--- src/sv/ppc_pkg.sv ---
// Shared types, constants and the divide-by-255 helper for the
// premultiplied pixel compositor. No dependencies.
`default_nettype none

package ppc_pkg;

    typedef logic [31:0] pixel_t;
    typedef logic [7:0]  chan_t;
    typedef logic [9:0]  bright_t;

    localparam chan_t  OPAQUE_ALPHA = 8'hFF;
    localparam chan_t  CHAN_MAX     = 8'd255;
    localparam pixel_t ALPHA_MASK   = 32'hFF00_0000;

    // Command codes
    localparam logic CMD_BACKGROUND = 1'b0;
    localparam logic CMD_SPRITE     = 1'b1;

    // Exact x/255 for any 16-bit x below 65535: (x + (x >> 8) + 1) >> 8
    function automatic logic [8:0] div255(input logic [15:0] x);
        logic [16:0] t;
        t = {1'b0, x} + 17'(x[15:8]) + 17'd1;
        return t[16:8];
    endfunction

endpackage

`default_nettype wire

--- src/sv/premultiplied_pixel_compositor.sv ---
// Premultiplied ARGB8888 compositor: brightness scale, then background or sprite over-blend.
// A transaction passes the input register, then the result register, to the output.
// One pixel per cycle while out_stall is low; the input register takes one more while a result waits.
// in_stall rises only when both registers are full and out_stall is high.
// Reset (rst_n low, asynchronous) clears both valid flags; payload registers are not reset.
// Depends on ppc_pkg, ppc_scale, ppc_blend.
`default_nettype none

module premultiplied_pixel_compositor (
    input  wire                   clk,
    input  wire                   rst_n,
    input  wire                   in_valid,
    output logic                  in_stall,
    input  wire                   command,
    input  wire ppc_pkg::pixel_t  tile_pixel,
    input  wire ppc_pkg::bright_t brightness,
    input  wire                   tile_has_transparent,
    input  wire ppc_pkg::pixel_t  under_pixel,
    output logic                  out_valid,
    input  wire                   out_stall,
    output ppc_pkg::pixel_t       out_pixel,
    output logic                  write_pixel
);
    import ppc_pkg::*;

    // Input register
    logic    in_valid_reg;
    logic    cmd_reg;
    pixel_t  tile_reg;
    bright_t bright_reg;
    logic    has_tr_reg;
    pixel_t  under_reg;

    // Result register
    logic    res_valid_reg;
    pixel_t  res_pixel_reg;
    logic    res_write_reg;

    logic    in_valid_next;
    logic    res_valid_next;
    pixel_t  res_pixel_next;
    logic    res_write_next;

    logic    res_load;
    logic    in_load;

    pixel_t  scaled;
    pixel_t  blended;
    chan_t   alpha;

    // Pipeline advance
    assign res_load = !res_valid_reg || !out_stall;
    assign in_load  = !in_valid_reg || res_load;
    assign in_stall = !in_load;

    assign in_valid_next  = in_load ? in_valid : in_valid_reg;
    assign res_valid_next = res_load ? in_valid_reg : res_valid_reg;

    ppc_scale u_scale (
        .px     (tile_reg),
        .bright (bright_reg),
        .scaled (scaled)
    );

    ppc_blend u_blend (
        .src     (scaled),
        .under   (under_reg),
        .blended (blended)
    );

    assign alpha = scaled[31:24];

    // Mode selection
    always_comb
    begin
        res_pixel_next = scaled;
        res_write_next = 1'b1;
        case (cmd_reg)
            CMD_BACKGROUND:
            begin
                if (!has_tr_reg || alpha == OPAQUE_ALPHA) begin
                    res_pixel_next = scaled;
                end
                else if (alpha != 8'd0) begin
                    res_pixel_next = blended;
                end
                else begin
                    res_pixel_next = under_reg;
                end
            end
            CMD_SPRITE:
            begin
                if (alpha == OPAQUE_ALPHA) begin
                    res_pixel_next = scaled;
                end
                else if (alpha != 8'd0) begin
                    res_pixel_next = blended;
                end
                else begin
                    res_pixel_next = under_reg;
                    res_write_next = 1'b0;
                end
            end
            default:
            begin
                res_pixel_next = scaled;
                res_write_next = 1'b1;
            end
        endcase
    end

    // Valid flags
    always_ff @(posedge clk or negedge rst_n)
    begin
        if (!rst_n) begin
            in_valid_reg  <= 1'b0;
            res_valid_reg <= 1'b0;
        end
        else begin
            in_valid_reg  <= in_valid_next;
            res_valid_reg <= res_valid_next;
        end
    end

    // Input payload
    always_ff @(posedge clk)
    begin
        if (in_load && in_valid) begin
            cmd_reg    <= command;
            tile_reg   <= tile_pixel;
            bright_reg <= brightness;
            has_tr_reg <= tile_has_transparent;
            under_reg  <= under_pixel;
        end
    end

    // Result payload
    always_ff @(posedge clk)
    begin
        if (res_load && in_valid_reg) begin
            res_pixel_reg <= res_pixel_next;
            res_write_reg <= res_write_next;
        end
    end

    assign out_valid   = res_valid_reg;
    assign out_pixel   = res_pixel_reg;
    assign write_pixel = res_write_reg;

endmodule

`default_nettype wire

--- src/sv/ppc_scale.sv ---
// Brightness scaling of the three color channels of one pixel.
// Depends on ppc_pkg (types, constants, div255).
`default_nettype none

module ppc_scale (
    input  wire ppc_pkg::pixel_t  px,
    input  wire ppc_pkg::bright_t bright,
    output ppc_pkg::pixel_t       scaled
);
    import ppc_pkg::*;

    // Products of 255*256 and above saturate the channel
    localparam logic [17:0] SAT_LIMIT = 18'd65280;

    chan_t chan_out [3];

    genvar i;
    generate
        for (i = 0; i < 3; i++) begin : g_chan
            logic [17:0] prod;
            logic [8:0]  quot;

            assign prod = {10'd0, px[8*i +: 8]} * {8'd0, bright};
            assign quot = div255(prod[15:0]);

            // channel * brightness / 255, clamped
            always_comb
            begin
                if (prod >= SAT_LIMIT) begin
                    chan_out[i] = CHAN_MAX;
                end
                else begin
                    chan_out[i] = quot[7:0];
                end
            end
        end
    endgenerate

    // Alpha passes unchanged
    assign scaled = {px[31:24], chan_out[2], chan_out[1], chan_out[0]};

endmodule

`default_nettype wire

--- src/sv/ppc_blend.sv ---
// Premultiplied "over" blend of a source pixel onto an under pixel.
// Depends on ppc_pkg (types, constants, div255).
`default_nettype none

module ppc_blend (
    input  wire ppc_pkg::pixel_t src,
    input  wire ppc_pkg::pixel_t under,
    output ppc_pkg::pixel_t      blended
);
    import ppc_pkg::*;

    chan_t inv_alpha;
    chan_t chan_out [3];

    assign inv_alpha = CHAN_MAX - src[31:24];

    genvar i;
    generate
        for (i = 0; i < 3; i++) begin : g_chan
            logic [15:0] prod;
            logic [8:0]  quot;
            logic [9:0]  sum;

            assign prod = {8'd0, under[8*i +: 8]} * {8'd0, inv_alpha};
            assign quot = div255(prod);
            assign sum  = {2'b00, src[8*i +: 8]} + {1'b0, quot};

            // src + under*(255-a)/255, clamped
            always_comb
            begin
                if (sum > {2'b00, CHAN_MAX}) begin
                    chan_out[i] = CHAN_MAX;
                end
                else begin
                    chan_out[i] = sum[7:0];
                end
            end
        end
    endgenerate

    // Result is always opaque
    assign blended = ALPHA_MASK | {8'd0, chan_out[2], chan_out[1], chan_out[0]};

endmodule

`default_nettype wire

--- config.mk ---
export PLATFORM = sky130hd
export DESIGN_NAME = premultiplied_pixel_compositor
export DESIGN_NICKNAME = d
export VERILOG_FILES = /design/src/sv/ppc_pkg.sv /design/src/sv/premultiplied_pixel_compositor.sv /design/src/sv/ppc_scale.sv /design/src/sv/ppc_blend.sv
export SDC_FILE = /design/constraint.sdc
export NUM_CORES = 1
export LEC_CHECK = 0
export CAP_MARGIN = 15
export CORE_ASPECT_RATIO = 2
export CORE_MARGIN = 10
export CORE_UTILIZATION = 45
export DETAILED_ROUTE_END_ITERATION = 10
export DONT_BUFFER_PORTS = 1
export HOLD_SLACK_MARGIN = 0.05
export SLEW_MARGIN = 20
export SYNTH_ARGS = -nofsm -noshare
export SYNTH_HDL_FRONTEND = slang
export SYNTH_SLANG_ARGS = --single-unit
export TNS_END_PERCENT = 10
--- constraint.sdc ---
create_clock -name clk -period 19.6 [get_ports clk]
set_input_delay 0 -clock clk [delete_from_list [all_inputs] [get_ports clk]]
set_output_delay 0 -clock clk [all_outputs]
set_load 0.02 [all_outputs]
* Word-level counts from Yosys, hierarchy flattened *
Index checks and enable logic that the tools add are counted.

storage, ports and cells
  flip-flop bits (word level) = 111
  input bits = 80
  output and inout port bits = 35
  logic and storage cells = 62

operators by class
  add/sub/neg operators = 16
  $mul = 6
  magnitude comparators = 6
  eq/ne operators = 1
  mux-type cells = 11
  bitwise gates (word level) = 1
  reductions and logical operators = 12

operator list
  kind                                                                  number
  2-to-1 mux 32 bit                                                     3
  one-hot mux 32 bit (2 select lines)                                   1
  greater-or-equal comparator 18 x 16 -> 1 bit (second input constant)  3
  multiplier 8 x 10 -> 18 bit                                           3
  adder 16 x 8 -> 17 bit                                                3
  adder 17 x 1 -> 17 bit (second input constant)                        3
  adder 16 x 1 -> 16 bit (second input constant)                        3
  adder 16 x 8 -> 16 bit                                                3
  multiplier 8 x 8 -> 16 bit                                            3
  2-to-1 mux 8 bit                                                      6
  adder 8 x 9 -> 10 bit                                                 3
  greater-than comparator 10 x 8 -> 1 bit (second input constant)       3
  equality test 8 bit (second input constant)                           1
  nonzero test 8 bit                                                    1
  subtractor 8 bit (first input constant)                               1
  zero test 1 bit                                                       5
  logical OR 1 bit                                                      3
  logical AND 1 bit                                                     2
  OR reduction 2 bit                                                    1
  2-to-1 mux 1 bit                                                      1
  inverter 1 bit                                                        1

* Logic depth before layout (Yosys ltp) *
  word-level depth = 10
  mapped depth = 38
  mapped depth without buffers = 37

* Cells and area by module *
Synthesis repeated with hierarchy kept, for this count alone.

second synthesis, totals
  cells, all modules = 2344
  area, all modules = 21844.7 um2

modules (own cells, without submodules)
  module                          times used  cells an instance  area each (um2)  seq. area each (um2)
  ppc_blend                       1           1089               8936.1           0.0
  ppc_scale                       1           1032               8808.4           0.0
  premultiplied_pixel_compositor  1           223                4100.2           3323.2

* Worst setup path before layout *
OpenSTA, ideal clock, no wires.

  kind = register -> register
  start = reg bright_reg[5]
  end = reg res_pixel_reg[13], in the netlist out_pixel[13] (data pin)
  setup time = 258 ps
  arrival time = 8022 ps
  required time = 19342 ps
  path slack = 11320 ps
  cell stages (with the launch flop) = 34
  buffers on the path = 1
  clock period less this slack = 8280 ps
  cells stage by stage = edfxtp_1 clkbuf_1 nand2_1 fa_1 fa_1 inv_1 fa_1 inv_1 fa_1 inv_1 ha_1 a2111oi_2 o21ai_1 a2111o_1 a31oi_1 xnor2_1 ha_1 or3_1 a2111oi_0 a21oi_1 nand2_1 xor2_1 and2_1 inv_1 ha_1 a21o_1 a21oi_1 nor2b_1 o21a_1 nor4_1 nor3_1 nor4b_1 mux2i_2 o221a_2

on the way
  word-level cells in the longest chain between the ends = 10
  elaborated cells on any way between the ends = 12
  classes of those cells = add/sub: 3; mul: 1; order compare: 2; mux: 6

ends and longest elaborated chain
  element                                      line                                                                        RTL
  start, declared                              premultiplied_pixel_compositor.sv:30                                        bright_t bright_reg;
  start signal, assigned                       premultiplied_pixel_compositor.sv:131                                       bright_reg <= brightness;
  multiplier 8 x 10 -> 18 bit *                ppc_scale.sv:23                                                             assign prod = {10'd0, px[8*i +: 8]} * {8'd0, bright};
  adder 16 x 8 -> 16 bit                       ppc_pkg.sv:22                                                               t = {1'b0, x} + 17'(x[15:8]) + 17'd1;
  adder 16 x 1 -> 16 bit                       ppc_pkg.sv:22
  2-to-1 mux 8 bit *                           ppc_scale.sv:29                                                             if (prod >= SAT_LIMIT) begin
  adder 8 x 9 -> 10 bit                        ppc_blend.sv:26                                                             assign sum = {2'b00, src[8*i +: 8]} + {1'b0, quot};
  greater-than comparator 10 x 8 -> 1 bit      ppc_blend.sv:31                                                             if (sum > {2'b00, CHAN_MAX}) begin
  2-to-1 mux 8 bit                             ppc_blend.sv:31
  2-to-1 mux 32 bit                            premultiplied_pixel_compositor.sv:84, premultiplied_pixel_compositor.sv:96
  2-to-1 mux 32 bit, on equally long branches  premultiplied_pixel_compositor.sv:93, premultiplied_pixel_compositor.sv:81
  one-hot mux 32 bit (2 select lines) *        premultiplied_pixel_compositor.sv:78                                        case (cmd_reg)
  via res_pixel_next[13]                       premultiplied_pixel_compositor.sv:41                                        pixel_t res_pixel_next;
  end signal, assigned                         premultiplied_pixel_compositor.sv:141                                       res_pixel_reg <= res_pixel_next;
  end, declared                                premultiplied_pixel_compositor.sv:36                                        pixel_t res_pixel_reg;

The timed path passes the listed nets; every way through them passes the cells marked *.
A chain may end at the register's enable or synchronous reset.

* Worst setup path after layout *
  start = reg bright_reg[5]
  end = reg res_pixel_reg[16], in the netlist out_pixel[16] (data pin)

The elaborated chain is that of the path after synthesis.

==> out/qor.txt <==
status: finished clean
Worst Path Arrival: 9.59 ns
kind of critical path: flip-flop to flip-flop
synthesized area per cell: 9.39 µm²
RSZ-0062 raised after global routing: no
Initial Util: 0.455
CTS Sinks: 111
Post-synth EDFFs: 109
Critical Path Max Stage Delay: 0.91 ns
Netlist cell types: 98
Max Freq: 105 MHz
filler instances: 4367
Die X: 174 µm
post-route DRC violation count: 0
vias in the first global route: 17200
Die Y: 327 µm
layout cell share with drive strength beyond 1: 0.0385
fin. max-slew vios: 0
Routed Antenna Nets: 0
worst hold path type: input pin to flip-flop
predominant post-synthesis flop cell: edfxtp_1
RePlAce Congestion: 0.841
TritonCTS clock tree: done
Post-Route Skew: 0.0136 ns
via count: 15700
post-synth top area cell: fa_1
Total Nets Final: 2931
post-CTS repair timing setup buffer count: 0
Worst-Skew Late Latency: 0.40 ns
DR WL/cell: 17.6 µm
CORE AREA: 46700 µm²
syn nets: 2887
DRT Pass-1 Iters: 6
gr usage total: 0.188
drt via density: 5.35
Syn Inst Count: 2264
root buffer cell: clkbuf_16
minimum clock period: 9.49 ns
register area share after synthesis: 0.156
Finish-stage setup viols: 0
CP startpoint kind: flip-flop
period utilization: 0.484
yosys warns: 0
top cell type's share of synthesized area: 0.240
top cells by count, synth: inv_1, ha_1, fa_1
Max clock buf depth: 2
Layout Area Growth over Synthesis: 8.30%
initial antenna violation count: 2
placed wire-length estimate: 40800 µm
largest net degree at the start of global routing: 70
H-tree Lvls: 3
first-pass GRT wire length: 87500 µm
Worst Max-Slew Pin Slew: 0.997 ns
grt ovf: 0
Max Cap Viol: 0
final hold viol count: 0
CP max-delay cell: edfxtp_1
asr flop ratio synth: 0.0180
IO Port Bufs: 0
setup TNS: 0 ns
CP Capture Type: flip-flop
crit-path max FO: 24
DRT iter0 DRCs: 642
Max-slew headroom: 0.335
Area contributors post-synth: fa_1, ha_1, edfxtp_1
post-synthesis cell area: 21200 µm²
CP required: 19.70 ns
CTS buffer count: 9
std cell rows: 112
Reg clk slew, reported paths: 0.09 ns
count leader, synth: inv_1
# IOs: 115
#FFs+latches synth: 111
drt total wl: 51700 µm
die area: 56800 µm²
[layout make-up]
cell class | count | area [µm²] | area share
tap | 627 | 785 | 0.0341
timing repair buffer | 93 | 901 | 0.0391
inverter | 374 | 1400 | 0.0610
sequential | 111 | 3320 | 0.144
antenna | 1 | 2.50 | 0.000109
clock buffer | 10 | 239 | 0.0104
multi-input combinational | 1719 | 16300 | 0.707
clock inverter | 6 | 88.8 | 0.00386
[per-layer routing]
metal  GRT usage  vias up  share of wire
met5           0        -        0.00021
met4      0.0666        2          0.030
met3      0.0248       68          0.034
met2       0.355      279           0.54
met1       0.211     7868           0.40
li1            -     7531              -
[worst paths after layout]
path	from	end	slack, ns	cells past startpoint
worst max-delay path	bright_reg[5]	out_pixel[16]	10.11	34
worst min-delay path	out_stall	write_pixel	0.15	2
worst max register to register	bright_reg[5]	out_pixel[16]	10.11	34
worst min register to register	in_valid_reg	out_valid	0.53	1
max in group asynchronous	rst_n	out_valid	19.11	2
min in group asynchronous	rst_n	in_valid_reg	0.37	2
[cell usage in the layout, fill, tap and decap left out, types with 9 or more instances in the layout]
cell           Yosys  final
o21ai_0           51     50
nor3_1            27     27
nand4_1            9      9
o21a_1            20     20
nand2_1          133    133
nand3_1           31     31
dlygate4sd3_1      1     81
fa_1             255    255
a21oi_1           73     73
o31ai_1            9      9
and3_1            10     10
nor2b_1          129    129
xnor2_1           71     71
xor2_1            49     49
buf_4              1     12
nor2_1            77     77
o21bai_1           9      9
and2_1           187    186
a211oi_1          21     21
nand2b_1          80     80
clkbuf_16          0      9
inv_1            373    373
edfxtp_1         109    109
ha_1             288    288
a21o_1            25     25
[kinds of logic (layout without fill, tap and decap cells)]
logic type / after synthesis / after routing / share of synthesized area
AND/OR/NAND/NOR: 736 / 736 / 0.194
adder cells (fa/ha/maj): 543 / 543 / 0.410
buffers and inverters: 434 / 483 / 0.0786
AO/OA/AOI/OAI: 315 / 315 / 0.108
XOR/XNOR: 122 / 122 / 0.0515
flip-flops: 111 / 111 / 0.156
multiplexers: 3 / 3 / 0.00165
other: 0 / 1 / 0
[per-stage QoR]
| stage | hold WS, ns | util | worst slack, ns | cell area [µm²] | std cells |
|---|---|---|---|---|---|
| 2_1_floorplan | -0.296 | - | 11.32 | 21200 | 2264 |
| 3_3_place_gp | -0.296 | 0.469 | 10.34 | 21900 | 2843 |
| 3_5_place_dp | -0.296 | 0.469 | 10.18 | 21900 | 2843 |
| 4_1_cts | 0.138 | 0.493 | 10.11 | 23000 | 2940 |
| 5_1_grt | 0.162 | 0.493 | 9.39 | 23000 | 2941 |
| 6_report | 0.145 | 0.493 | 10.11 | 23000 | 2941 |
[timing repair]
| action | 4_1_cts | 5_1_grt |
|---|---|---|
| hold endpoints to repair | 87 | 0 |
| gates resized for setup | 0 | 0 |
| hold buffers | 81 | 0 |
[worst max-delay path: cells and delay by family, from the launching register on]
family	cells	cell delay [ns]
adders and majority gates	8	3.20
AOI/OAI and AO/OA	10	1.82
and+or+nand+nor	8	1.77
DFF	1	0.91
muxes	1	0.55
xor gates and xnor gates	2	0.54
buffers and inverters	5	0.37
Power is left out: the tool's default activity adds up to more than one toggle a clock period on the data nets, which glitch-free logic cannot reach.
